$ cat src/assert_macros.svh
// Assertion helpers shared by the RTL. Each expects clk and rst_n in scope.
`ifndef ASSERT_MACROS_SVH
`define ASSERT_MACROS_SVH

// Same-cycle implication.
`define ASSERT_IMP(lbl, cond, prop) \
    lbl: assert property (@(posedge clk) disable iff (!rst_n) (cond) |-> (prop)) \
        else $error("implication check failed");

// Next-cycle implication.
`define ASSERT_NXT(lbl, cond, prop) \
    lbl: assert property (@(posedge clk) disable iff (!rst_n) (cond) |=> (prop)) \
        else $error("next-cycle check failed");

`endif

$ cat src/drh_pkg.sv
`default_nettype none

package drh_pkg;

    localparam int MASK_W = 4;
    localparam int TICK_W = 16;
    localparam int CNT_W  = 3;

    localparam logic [15:0] GUIDE_TIMEOUT_RST = 16'd1000;

    // Stage codes
    localparam logic [2:0] ST_STAGE1 = 3'd0;
    localparam logic [2:0] ST_STAGE2 = 3'd1;
    localparam logic [2:0] ST_STAGE3 = 3'd2;
    localparam logic [2:0] ST_STAGE4 = 3'd3;
    localparam logic [2:0] ST_DONE   = 3'd4;

    // LED modes
    localparam logic [1:0] LED_OFF    = 2'd0;
    localparam logic [1:0] LED_BEACON = 2'd1;
    localparam logic [1:0] LED_PROX   = 2'd2;

    // LED selections
    localparam logic [1:0] SEL_NONE = 2'd0;
    localparam logic [1:0] SEL_TOP  = 2'd1;
    localparam logic [1:0] SEL_LR   = 2'd2;

    // One result as it travels on tdata, lowest field last in the list.
    typedef struct packed {
        logic       lockme_expected;
        logic       rx_enable;
        logic       rx_cmd_valid;
        logic       pulse_on;
        logic [1:0] led_select;
        logic [1:0] led_mode;
        logic       led_cmd_valid;
        logic [2:0] stage;
        logic [1:0] port;
    } res_t;

    // Per-port step outcome: new state plus the commands issued.
    typedef struct packed {
        logic [2:0]        st;
        logic [TICK_W-1:0] ticks;
        logic              dr;
        logic              gm;
        logic              lm;
        logic              lk;
        logic              ex;
        logic              led_v;
        logic [1:0]        led_m;
        logic [1:0]        led_s;
        logic              pulse;
        logic              rx_v;
        logic              rx_e;
    } step_t;

    function automatic step_t port_step(
        input logic [2:0]        st,
        input logic [TICK_W-1:0] ticks,
        input logic [TICK_W-1:0] tmo,
        input logic              dr,
        input logic              gm,
        input logic              lm,
        input logic              lk,
        input logic              ex
    );
        step_t s;
        logic  give_up;
        s       = '0;
        s.st    = st;
        s.ticks = ticks;
        s.dr    = dr;
        s.gm    = gm;
        s.lm    = lm;
        s.lk    = lk;
        s.ex    = ex;
        give_up = 1'b0;
        case (st)
            ST_STAGE1:
            begin
                if (dr)
                begin
                    s.dr    = 1'b0;
                    s.led_v = 1'b1;
                    s.led_m = LED_BEACON;
                    s.led_s = SEL_TOP;
                    s.pulse = 1'b1;
                end
                else if (gm)
                begin
                    s.gm    = 1'b0;
                    s.st    = ST_STAGE2;
                    s.led_v = 1'b1;
                    s.led_m = LED_PROX;
                    s.led_s = SEL_LR;
                end
            end
            ST_STAGE2:
            begin
                s.gm = 1'b0;
                s.ex = 1'b1;
                if (lm || lk)
                begin
                    s.st    = ST_STAGE3;
                    s.led_v = 1'b1;
                    s.led_m = LED_OFF;
                    s.led_s = SEL_LR;
                    s.rx_v  = 1'b1;
                    s.rx_e  = 1'b0;
                end
                if (dr)
                begin
                    give_up = 1'b1;
                end
                else
                begin
                    give_up = (ticks >= tmo);
                    s.ticks = ticks + 16'd1;
                end
                // giving up overrides any lock transition of this tick
                if (give_up)
                begin
                    s.dr    = 1'b0;
                    s.ticks = '0;
                    s.st    = ST_STAGE1;
                    s.led_v = 1'b1;
                    s.led_m = LED_OFF;
                    s.led_s = SEL_NONE;
                    s.pulse = 1'b0;
                    s.rx_v  = 1'b1;
                    s.rx_e  = 1'b1;
                end
            end
            ST_STAGE3:
            begin
                if (lm)
                begin
                    s.lm = 1'b0;
                    s.st = ST_STAGE4;
                end
                else if (lk)
                begin
                    s.lk = 1'b0;
                    s.st = ST_DONE;
                end
                else if (dr)
                begin
                    s.dr    = 1'b0;
                    s.ticks = '0;
                    s.st    = ST_STAGE1;
                    s.led_v = 1'b1;
                    s.led_m = LED_OFF;
                    s.led_s = SEL_NONE;
                    s.rx_v  = 1'b1;
                    s.rx_e  = 1'b1;
                end
                else if (gm)
                begin
                    s.gm    = 1'b0;
                    s.st    = ST_STAGE2;
                    s.led_v = 1'b1;
                    s.led_m = LED_PROX;
                    s.led_s = SEL_LR;
                end
            end
            ST_STAGE4:
            begin
                s.st = ST_DONE;
            end
            default:
            begin
                // done and unused codes hold
            end
        endcase
        return s;
    endfunction

endpackage

`default_nettype wire

$ cat src/dock_recruit_handshake_fsm.sv
// Docking recruitment handshake for up to four ports. Each input transfer is one tick:
// its four message masks are ORed into per-port pending flags, every port steps its
// stage machine at once, and one result per port (port 0 first, tlast on the final
// port) leaves on the master side, one per cycle while m_tready is high, through that
// single result channel; the next tick is taken in the same cycle as the last result
// of the previous one transfers. guide_timeout is written through cfg_we/cfg_wdata; the
// user must write it only while the block is idle (not enforced here); it resets to 1000.
`default_nettype none

`include "assert_macros.svh"

module dock_recruit_handshake_fsm #(
    parameter int PORTS = 4
) (
    input  wire logic        clk,
    input  wire logic        rst_n,
    // [3:0] docking_req_mask, [7:4] guideme_mask, [11:8] lockme_mask, [15:12] locked_mask
    input  wire logic [15:0] s_tdata,
    input  wire logic        s_tvalid,
    output logic             s_tready,
    // [1:0] port, [4:2] stage, [5] led_cmd_valid, [7:6] led_mode, [9:8] led_select,
    // [10] pulse_on, [11] rx_cmd_valid, [12] rx_enable, [13] lockme_expected, [15:14] zero
    output logic [15:0]      m_tdata,
    output logic             m_tvalid,
    input  wire logic        m_tready,
    output logic             m_tlast,
    input  wire logic        cfg_we,
    input  wire logic [15:0] cfg_wdata
);

    localparam int NPORT = (PORTS > 4) ? 4 : PORTS;
    localparam logic [drh_pkg::CNT_W-1:0] NPORT_CNT = drh_pkg::CNT_W'(NPORT);

    logic [15:0]                   guide_timeout_reg;
    logic [2:0]                    stage_reg [NPORT];
    logic [drh_pkg::TICK_W-1:0]    ticks_reg [NPORT];
    logic [NPORT-1:0]              pend_dr_reg;
    logic [NPORT-1:0]              pend_gm_reg;
    logic [NPORT-1:0]              pend_lm_reg;
    logic [NPORT-1:0]              pend_lk_reg;
    logic [NPORT-1:0]              expect_reg;

    drh_pkg::res_t                 buf_reg [NPORT];
    logic [drh_pkg::CNT_W-1:0]     cnt_reg;
    logic [drh_pkg::CNT_W-1:0]     cnt_next;

    drh_pkg::step_t                step_c [NPORT];
    drh_pkg::res_t                 res_c [NPORT];

    logic in_xfer;
    logic out_xfer;

    assign m_tvalid = (cnt_reg != '0);
    assign m_tlast  = (cnt_reg == drh_pkg::CNT_W'(1));
    assign s_tready = (cnt_reg == '0) || (m_tlast && m_tready);
    assign in_xfer  = s_tvalid && s_tready;
    assign out_xfer = m_tvalid && m_tready;
    assign m_tdata  = {2'b00, buf_reg[0]};

    always_comb
    begin
        for (int i = 0; i < NPORT; i++)
        begin
            step_c[i] = drh_pkg::port_step(
                stage_reg[i], ticks_reg[i], guide_timeout_reg,
                pend_dr_reg[i] | s_tdata[i],
                pend_gm_reg[i] | s_tdata[drh_pkg::MASK_W + i],
                pend_lm_reg[i] | s_tdata[2*drh_pkg::MASK_W + i],
                pend_lk_reg[i] | s_tdata[3*drh_pkg::MASK_W + i],
                expect_reg[i]);
            res_c[i].port            = 2'(i);
            res_c[i].stage           = step_c[i].st;
            res_c[i].led_cmd_valid   = step_c[i].led_v;
            res_c[i].led_mode        = step_c[i].led_m;
            res_c[i].led_select      = step_c[i].led_s;
            res_c[i].pulse_on        = step_c[i].pulse;
            res_c[i].rx_cmd_valid    = step_c[i].rx_v;
            res_c[i].rx_enable       = step_c[i].rx_e;
            res_c[i].lockme_expected = step_c[i].ex;
        end
    end

    always_comb
    begin
        cnt_next = cnt_reg;
        if (in_xfer)
        begin
            cnt_next = NPORT_CNT;
        end
        else if (out_xfer)
        begin
            cnt_next = cnt_reg - drh_pkg::CNT_W'(1);
        end
    end

    always_ff @(posedge clk or negedge rst_n)
    begin
        if (!rst_n)
        begin
            guide_timeout_reg <= drh_pkg::GUIDE_TIMEOUT_RST;
            cnt_reg           <= '0;
            pend_dr_reg       <= '0;
            pend_gm_reg       <= '0;
            pend_lm_reg       <= '0;
            pend_lk_reg       <= '0;
            expect_reg        <= '0;
            for (int i = 0; i < NPORT; i++)
            begin
                stage_reg[i] <= drh_pkg::ST_STAGE1;
                ticks_reg[i] <= '0;
            end
        end
        else
        begin
            cnt_reg <= cnt_next;
            if (cfg_we)
            begin
                guide_timeout_reg <= cfg_wdata;
            end
            if (in_xfer)
            begin
                for (int i = 0; i < NPORT; i++)
                begin
                    stage_reg[i]   <= step_c[i].st;
                    ticks_reg[i]   <= step_c[i].ticks;
                    pend_dr_reg[i] <= step_c[i].dr;
                    pend_gm_reg[i] <= step_c[i].gm;
                    pend_lm_reg[i] <= step_c[i].lm;
                    pend_lk_reg[i] <= step_c[i].lk;
                    expect_reg[i]  <= step_c[i].ex;
                end
            end
        end
    end

    // Result buffer: load a whole tick, then advance one port per transfer.
    always_ff @(posedge clk)
    begin
        if (in_xfer)
        begin
            for (int i = 0; i < NPORT; i++)
            begin
                buf_reg[i] <= res_c[i];
            end
        end
        else if (out_xfer)
        begin
            for (int i = 0; i < NPORT - 1; i++)
            begin
                buf_reg[i] <= buf_reg[i + 1];
            end
        end
    end

    `ASSERT_NXT(a_load_full, in_xfer, m_tvalid && (cnt_reg == NPORT_CNT))
    `ASSERT_NXT(a_drain_step, out_xfer && !in_xfer, cnt_reg == $past(cnt_reg) - 3'd1)
    `ASSERT_IMP(a_last_frees_input, out_xfer && m_tlast, s_tready)
    `ASSERT_IMP(a_cnt_bound, 1'b1, cnt_reg <= NPORT_CNT)

endmodule

`default_nettype wire

$ cat config.mk
export PLATFORM = sky130hd
export DESIGN_NAME = dock_recruit_handshake_fsm
export DESIGN_NICKNAME = d
export VERILOG_FILES = /design/src/drh_pkg.sv /design/src/dock_recruit_handshake_fsm.sv
export VERILOG_INCLUDE_DIRS = /design/src /design/src/src
export SDC_FILE = /design/constraint.sdc
export NUM_CORES = 1
export LEC_CHECK = 0
export BUFFER_PORTS_ARGS = -buffer_cell sky130_fd_sc_hd__buf_2
export CELL_PAD_IN_SITES_DETAIL_PLACEMENT = 1
export CELL_PAD_IN_SITES_GLOBAL_PLACEMENT = 1
export CORE_UTILIZATION = 48
export DETAILED_ROUTE_END_ITERATION = 6
export PLACE_DENSITY_LB_ADDON = 0.1
export SLEW_MARGIN = 30
export SYNTH_ARGS = -nofsm -noshare
export SYNTH_HDL_FRONTEND = slang
export SYNTH_SLANG_ARGS = --single-unit
$ cat constraint.sdc
create_clock -name clk -period 2.64 [get_ports clk]
set_input_delay 0.792 -clock clk [delete_from_list [all_inputs] [get_ports clk]]
set_output_delay 0.792 -clock clk [all_outputs]
set_load 0.03 [all_outputs]
* Word level (Yosys, flattened, before mapping) *
Memories as Yosys holds them, arrays and structs flattened.
Index checks and enable logic that the tools add are counted.

operators by class
  $lt $le $gt $ge = 4
  reductions and logical operators = 23
  add/sub/neg operators = 5
  bitwise operators = 19
  equal/unequal tests = 29
  muxes and demuxes = 150

operator list
  cell                                            count
  2-to-1 mux 18 bit                               8
  case mux 16 bit (2 select lines)                4
  2-to-1 mux 5 bit                                24
  2-to-1 mux 20 bit                               4
  2-to-1 mux 3 bit                                26
  2-to-1 mux 17 bit                               4
  adder 16 x 1 -> 16 bit (second input constant)  4
  greater-or-equal comparator 16 bit              4
  2-to-1 mux 16 bit                               4
  case mux 5 bit (3 select lines)                 4
  case mux 3 bit (4 select lines)                 4
  2-to-1 mux 14 bit                               3
  2-to-1 mux 2 bit                                20
  2-to-1 mux 8 bit                                4
  2-to-1 mux 1 bit                                29
  == test 3 x 2 -> 1 bit (second input constant)  8
  inequality test 2 bit (second input constant)   12
  case mux 2 bit (3 select lines)                 4
  AND reduction 6 bit                             4
  OR 1 bit                                        19
  case mux 2 bit (2 select lines)                 4
  == test 3 x 1 -> 1 bit (second input constant)  5
  logical NOT 3 bit                               5
  inequality test 3 bit (second input constant)   4
  6 further kinds                                 19

storage, ports and cells
  memories = 1
  register bits = 115
  input bits = 37
  output and inout bits = 19
  bits in writable memories = 56

memory list
  name     words  width  read ports  clocked after Yosys merged registers in  write ports  line                              text
  buf_reg  4      14     4           0                                        4            dock_recruit_handshake_fsm.sv:43  drh_pkg::res_t buf_reg [NPORT];

* Logic depth before layout (Yosys ltp) *
Gate-level depths: netlist of run 1.

  word-level depth = 7
  depth in mapped cells = 11
  depth with buffers taken out = 9

* Worst setup path after synthesis of run 1 *
No wires, ideal clock.

  kind = input -> register
  start point = in m_tready
  end point = mem buf_reg[3][10] in the netlist's numbering (enable)
  arrival time = 2069 ps
  library setup time = 379 ps
  cell stages on the path = 6
  path buffers = 3
  slack = 191 ps
  cell sequence = a21oi_1 -> or2_1 -> buf_6 -> inv_1 -> clkbuf_1 -> clkbuf_1

RTL lines
  element             line                              text
  start: declaration  dock_recruit_handshake_fsm.sv:25  input wire logic m_tready,
  end: declaration    dock_recruit_handshake_fsm.sv:43

==> metrics.txt, run 1 <==
nets 1197; Crit Path Category reg -> reg; DRC 0; area of the die slightly above 20000 µm²; Max H-tree Level 4; initial antenna violation count 0; FMAX ~400 MHz; Syn Inst Count ~1000; CP max FO 9; Die H about 140 µm; Die Width roughly 140 µm; IO buf count between 50 and 60; clock buffer depth 2; antenna-violating nets left 0; initial core utilization 0.4952; Final GP Congestion 0.8487; CP startpoint guide_timeout_reg[13]; Congestion Overflow GR 0; metal2 WL ~13 mm; postcts setup bufs 0; Met3 Wirelength approximately 950 µm; largest net degree at the start of global routing 84; CP Data Required Time 2820 ps; core area approximately 19000 µm²; Hold-fix buffers, CTS 0; crit path cell chain inv_1, buf_4, ha_1, nand4_1, nor3_2, nand4b_1, and3_2, and2_1, a221o_1; num ports between 50 and 60; peak supply drop around 0.42 mV; post-route cell area 10880 µm²; status finished clean; number of synthesized flops with an enable pin 49; Site Rows 50; detailed placement HPWL 18.88 mm; delay-heaviest family, CP simple AND/OR/NAND/NOR gates; endpoint type of the worst setup path flop; Highest Signal Layer met4; diodes inserted 0; vias in the first global route about 8300; max-slew violations 0; first-pass GRT wire length around 43 mm; worst hold path class in -> async; Unique masters post-synth 68; clk sinks between 150 and 200; final core occ 0.5737; TritonCTS Buffers 17; relative slew slack 0.5863; number of flip-flops in the largest register 64; gr usage total 0.2729; WP data arrival approximately 2700 ps; layout cells sized above 1 0.1525; DRT Pass-1 Iters 4; asr flop ratio synth 0.7012; crit share post-route 0.9574; worst stage delay on the critical path 330 ps; Lkg Pwr ~4.8 nW; Setup Skew between 10 and 15 ps; Seq/Total Area, Yosys 0.4641; Worst-path clk slew around 70 ps; Synth Flop Type dfrtp_1; Layout area overhead 15.85%; Placed Instances 1330; PwrDens 811.6 nW/µm²; CTS tree built; max_cap viols 0; startpoint types flop; final setup fails 0; Clk Latency, worst-skew pair roughly 430 ps; drt wl/cell roughly 19 µm; Synthesis Warnings 0; vias 7829; Final min period 2528 ps; Synth Area per Inst ~9.4 µm²; Layout Cells excl Fill about 1400; worst slew pin tran roughly 600 ps; slowest cell on the critical path dfrtp_1; RSZ-0062 raised after global routing no; final hold viol count 0; Mapped Area around 9400 µm²; FF-to-FF Start guide_timeout_reg[13]; final WL between 20 and 30 mm; worst path buffer plus inverter count 2; fill cell count between 2000 and 2500; CTS root buf clkbuf_16; length of routed wiring on met1 approximately 11 mm; FF+latch count, synth approximately 160; via/cell ratio approximately 5.7; Post-DP Area 10260 µm²; Iter 0 DRT Violations approximately 370
synth_stat cells (all sizes together), types with 7 or more instances:
| cell type | number | area (µm²) |
|---|---|---|
| dfrtp | 109 | 2728 |
| nor2 | 122 | 460.5 |
| a21oi | 73 | 365.4 |
| xnor2 | 25 | 219.0 |
| nor4 | 11 | 90.08 |
| ha | 71 | 888.4 |
| a21o | 12 | 90.09 |
| o21a | 9 | 67.56 |
| nor3 | 30 | 155.1 |
| and2 | 7 | 43.79 |
| buf | 12 | 76.32 |
| nand2 | 92 | 347.8 |
| or2 | 9 | 56.31 |
| inv | 41 | 153.9 |
| nand2b | 20 | 132.6 |
| a31oi | 22 | 137.6 |
| clkbuf | 26 | 97.59 |
| and3 | 10 | 62.56 |
| xor2 | 25 | 219.0 |
| nand3 | 41 | 205.2 |
| o21ai | 70 | 350.3 |
| edfxtp | 49 | 1471 |
| nand4 | 31 | 193.9 |
| nor2b | 9 | 56.30 |
cells by family (layout without fill, tap and decap cells):
kind of cell               Yosys count  after routing  synth area share
xor gates and xnor gates            50             50           0.04665
other                                1              2         0.0003995
buffers and inverters               79            179           0.03492
AOI/OAI and AO/OA                  228            228            0.1446
and+or+nand+nor                    405            405            0.2113
adders and majority gates           71             71           0.09463
muxes                                3              3          0.003465
DFF                                164            164            0.4641
stage by stage:
stage	power, W	setup TNS [ps]	setup slack (ps)	hold slack [ps]
2_1_floorplan	0.005351	0	191.4	422.6
3_3_place_gp	0.006210	0	35.49	432.6
3_5_place_dp	0.006347	-986.6	-93.41	443.1
4_1_cts	0.008863	0	0.8633	416.4
5_1_grt	0.009343	0	10.36	424.6
6_report	0.008826	0	112.5	399.3
area by class of cell:
type | count | area [µm²] | share of cell area
timing repair buffer | 106 | 715.7 | 0.06581
tap | 260 | 325.3 | 0.02991
multi-input combinational | 759 | 4742 | 0.4360
sequential | 164 | 4357 | 0.4006
inverter | 41 | 153.9 | 0.01415
clock buffer | 18 | 429.2 | 0.03946
clock inverter | 14 | 152.6 | 0.01404
report_power, final:
group	switching (W)	total (W)	internal, W
clock	0.00107	0.00248	0.00140
sequential	0.000429	0.00368	0.00325
combinational	0.00167	0.00267	0.000994
total	0.00317	0.00883	0.00565
worst reg2reg max path, cell delays in order (launching register included):
cell and delay (ps):
dfrtp_1 330, inv_1 100, buf_4 180, ha_1 310
nand4_1 140, nor3_2 280, nand4b_1 150, and3_2 290
and2_1 180, a221o_1 310
path summary, 6_finish.rpt:
check | endpoint | slack (ps) | cells past startpoint
hold / removal | ticks_reg[53] | 400 | 2
setup reg to reg | buf_reg[3][2] | 110 | 9
max in group asynchronous | stage_reg[2] | 1840 | 2
hold reg to reg | expect_reg[0] | 450 | 1
setup / recovery | buf_reg[3][2] | 110 | 9
min in group clk | expect_reg[0] | 450 | 1
metal layers:
layer  global-route usage  vias up
met1               0.3499     3854
met2               0.4729      164
met4              0.07980        0
met5                    0        -
li1                     -     3777
met3              0.04590       34
cell usage in the layout (no fill, tap or decap), drive strengths merged, types with 5 or more instances in the layout:
master  Yosys  final
a21o       12     12
a21oi      73     73
a31oi      22     22
a41oi       5      5
and2        7      7
and3       10     10
and4        5      5
buf        12    106
clkbuf     26     18
dfrtp     109    109
dfstp       6      6
edfxtp     49     49
ha         71     71
inv        41     45
nand2      92     92
nand2b     20     20
nand3      41     41
nand4      31     31
nor2      122    122
nor2b       9      9
nor3       30     30
nor4       11     11
o21a        9      9
o21ai      70     70
or2         9      9
or3         6      6
xnor2      25     25
xor2       25     25
repair_timing:
action                                 CTS  global route
pin swaps                                0             1
setup endpoints to repair               16            26
resized for setup                        2             8
endpoints found under the hold margin    0             0
gates cloned                             0             0
Power figures use the tool's default switching activity.
==> inputs of run 2 (changes only) <==
--- a/config.mk
+++ b/config.mk
@@ -9,7 +9,7 @@
 export BUFFER_PORTS_ARGS = -buffer_cell sky130_fd_sc_hd__buf_2
 export CELL_PAD_IN_SITES_DETAIL_PLACEMENT = 1
 export CELL_PAD_IN_SITES_GLOBAL_PLACEMENT = 1
-export CORE_UTILIZATION = 48
+export CORE_UTILIZATION = 52
 export DETAILED_ROUTE_END_ITERATION = 6
 export PLACE_DENSITY_LB_ADDON = 0.1
 export SLEW_MARGIN = 30
==> constraint.sdc (replaced) <==
create_clock -name clk -period 3.2 [get_ports clk]
set_input_delay 0.96 -clock clk [delete_from_list [all_inputs] [get_ports clk]]
set_output_delay 0.96 -clock clk [all_outputs]
set_load 0.03 [all_outputs]
==> metrics.txt, run 2 (same netlist as run 1, synthesis figures left out) <==
status finished clean; length of routed wiring on met1 11.98 mm; Iter 0 DRT Violations roughly 430; startpoint types flop; antenna-violating nets left 0; initial core utilization 0.5372; clock buffer depth 2; Max H-tree Level 4; IO buf count 53; drt wl/cell slightly above 20 µm; post-route cell area approximately 11000 µm²; Final min period 3005 ps; Crit Path Category reg -> reg; core area approximately 17000 µm²; P_int about 0.0045 W; via/cell ratio slightly above 6; Post-DP Area roughly 10000 µm²; delay-heaviest family, CP simple AND/OR/NAND/NOR gates; switching power 0.002642 W; layout cells sized above 1 0.1230; Post-CTS Resized 0; slowest cell on the critical path dfrtp_1; Site Rows 48; max_cap viols 0; Highest Signal Layer met4; part of the power in combinational logic 0.281; clk sinks 164; most frequent cells in the layout nor2_1, dfrtp_1, nand2_1, a21oi_1, ha_1; number of flip-flops in the largest register 64; peak supply drop 0.4403 mV; PwrDens just under 700 nW/µm²; Placed Instances between 1000 and 1500; worst slew pin tran 696.1 ps; CTS tree built; initial antenna violation count 0; CP Data Required Time 3510 ps; final WL roughly 27 mm; RSZ-0062 raised after global routing no; Worst-path clk slew 70 ps; Clk Latency, worst-skew pair ~440 ps; Lkg Pwr between 4 and 5 nW; CTS root buf clkbuf_16; DRT Pass-1 Iters 5; crit path cell chain ha_1, nand2b_1, a2111oi_0, nor4b_1, buf_4, nor3_2, nand3_1, o311ai_0; WP data arrival 3310 ps; relative slew slack 0.5359; final setup fails 0; setup TNS 0 ps; Setup Skew 9.247 ps; Final GP Congestion around 0.90; clock share of power 0.282; worst hold path class reg -> reg; Die Width ~140 µm; CP max FO 8; Congestion Overflow GR 0; crit share post-route 0.9390; vias 7886; first-pass GRT wire length 43.62 mm; nets approximately 1200; Die H around 140 µm; Hold-fix buffers, CTS 0; worst stage delay on the critical path ~570 ps; diodes inserted 0; FMAX approximately 330 MHz; Flop pwr share 0.437; endpoint type of the worst setup path flop; DRC 0; num ports 56; detailed placement HPWL ~19 mm; final hold viol count 0; largest net degree at the start of global routing 50; Layout area overhead 12.48%; worst path buffer plus inverter count 1; commonest non-fill, non-tap cell in the layout nor2_1; metal2 WL 13.57 mm; vias in the first global route about 8400; gr usage total 0.3080; postcts setup bufs 0; TritonCTS Buffers 17; area of the die roughly 19000 µm²; switching share of power 0.3678; Met3 Wirelength 756 µm; max-slew violations 0; Layout Cells excl Fill 1298
-- run 2: cell types whose count changed in the layout (fill, tap and decap cells not counted), sizes merged --
cell	before	now
inv	45	42
buf	106	77
clkinv	4	7
-- run 2: cell type report --
| type | count | area, µm² |
|---|---|---|
| fillers | 2061 | 6918 |
| multi-input cells | 759 | 4715 |
| flip-flops and latches | 164 | 4357 |
| repair buffers | 77 | 485.5 |
| clock buffers | 18 | 429.2 |
| well taps | 225 | 281.5 |
| inverters | 41 | 153.9 |
| clock inverters | 14 | 137.6 |
-- run 2: per-layer routing --
layer / up-vias / track usage
li1: 3713 / -
met1: 3994 / 0.3896
met2: 135 / 0.5364
met3: 44 / 0.04847
met4: 0 / 0.09691
met5: - / 0
-- run 2: final timing paths --
| kind | startpoint | end | slack [ps] | cells after the start |
|---|---|---|---|---|
| worst max register to register | guide_timeout_reg[0] | stage_reg[7] | 200 | 8 |
| worst min register to register | expect_reg[0] | expect_reg[0] | 460 | 1 |
| max in group asynchronous | rst_n | pend_lm_reg[3] | 1970 | 2 |
| min in group asynchronous | rst_n | guide_timeout_reg[11] | 560 | 1 |
| worst max-delay path | guide_timeout_reg[0] | stage_reg[7] | 200 | 8 |
| worst min-delay path | expect_reg[0] | expect_reg[0] | 460 | 1 |
-- run 2: metrics by stage --
stage	power [W]	worst slack [ps]	hold slack [ps]	utilization
after floorplan	0.004415	583.4	422.6	-
after global placement	0.005001	366.0	431.9	0.5715
after detailed placement	0.005132	345.9	446.9	0.5715
after CTS	0.007187	248.9	462.9	0.6040
after global routing	0.007537	40.67	486.8	0.6042
final	0.007184	195.3	464.9	0.6042
-- run 2: power groups by stage --
stage	Clock (W)	Combinational, W	Sequential [W]
CTS	0.00204	0.00202	0.00313
finish	0.00203	0.00202	0.00314
floorplan	0	0.00136	0.00306
global route	0.00212	0.00222	0.00319
global placement	0	0.00188	0.00312
detailed placement	0	0.00198	0.00316
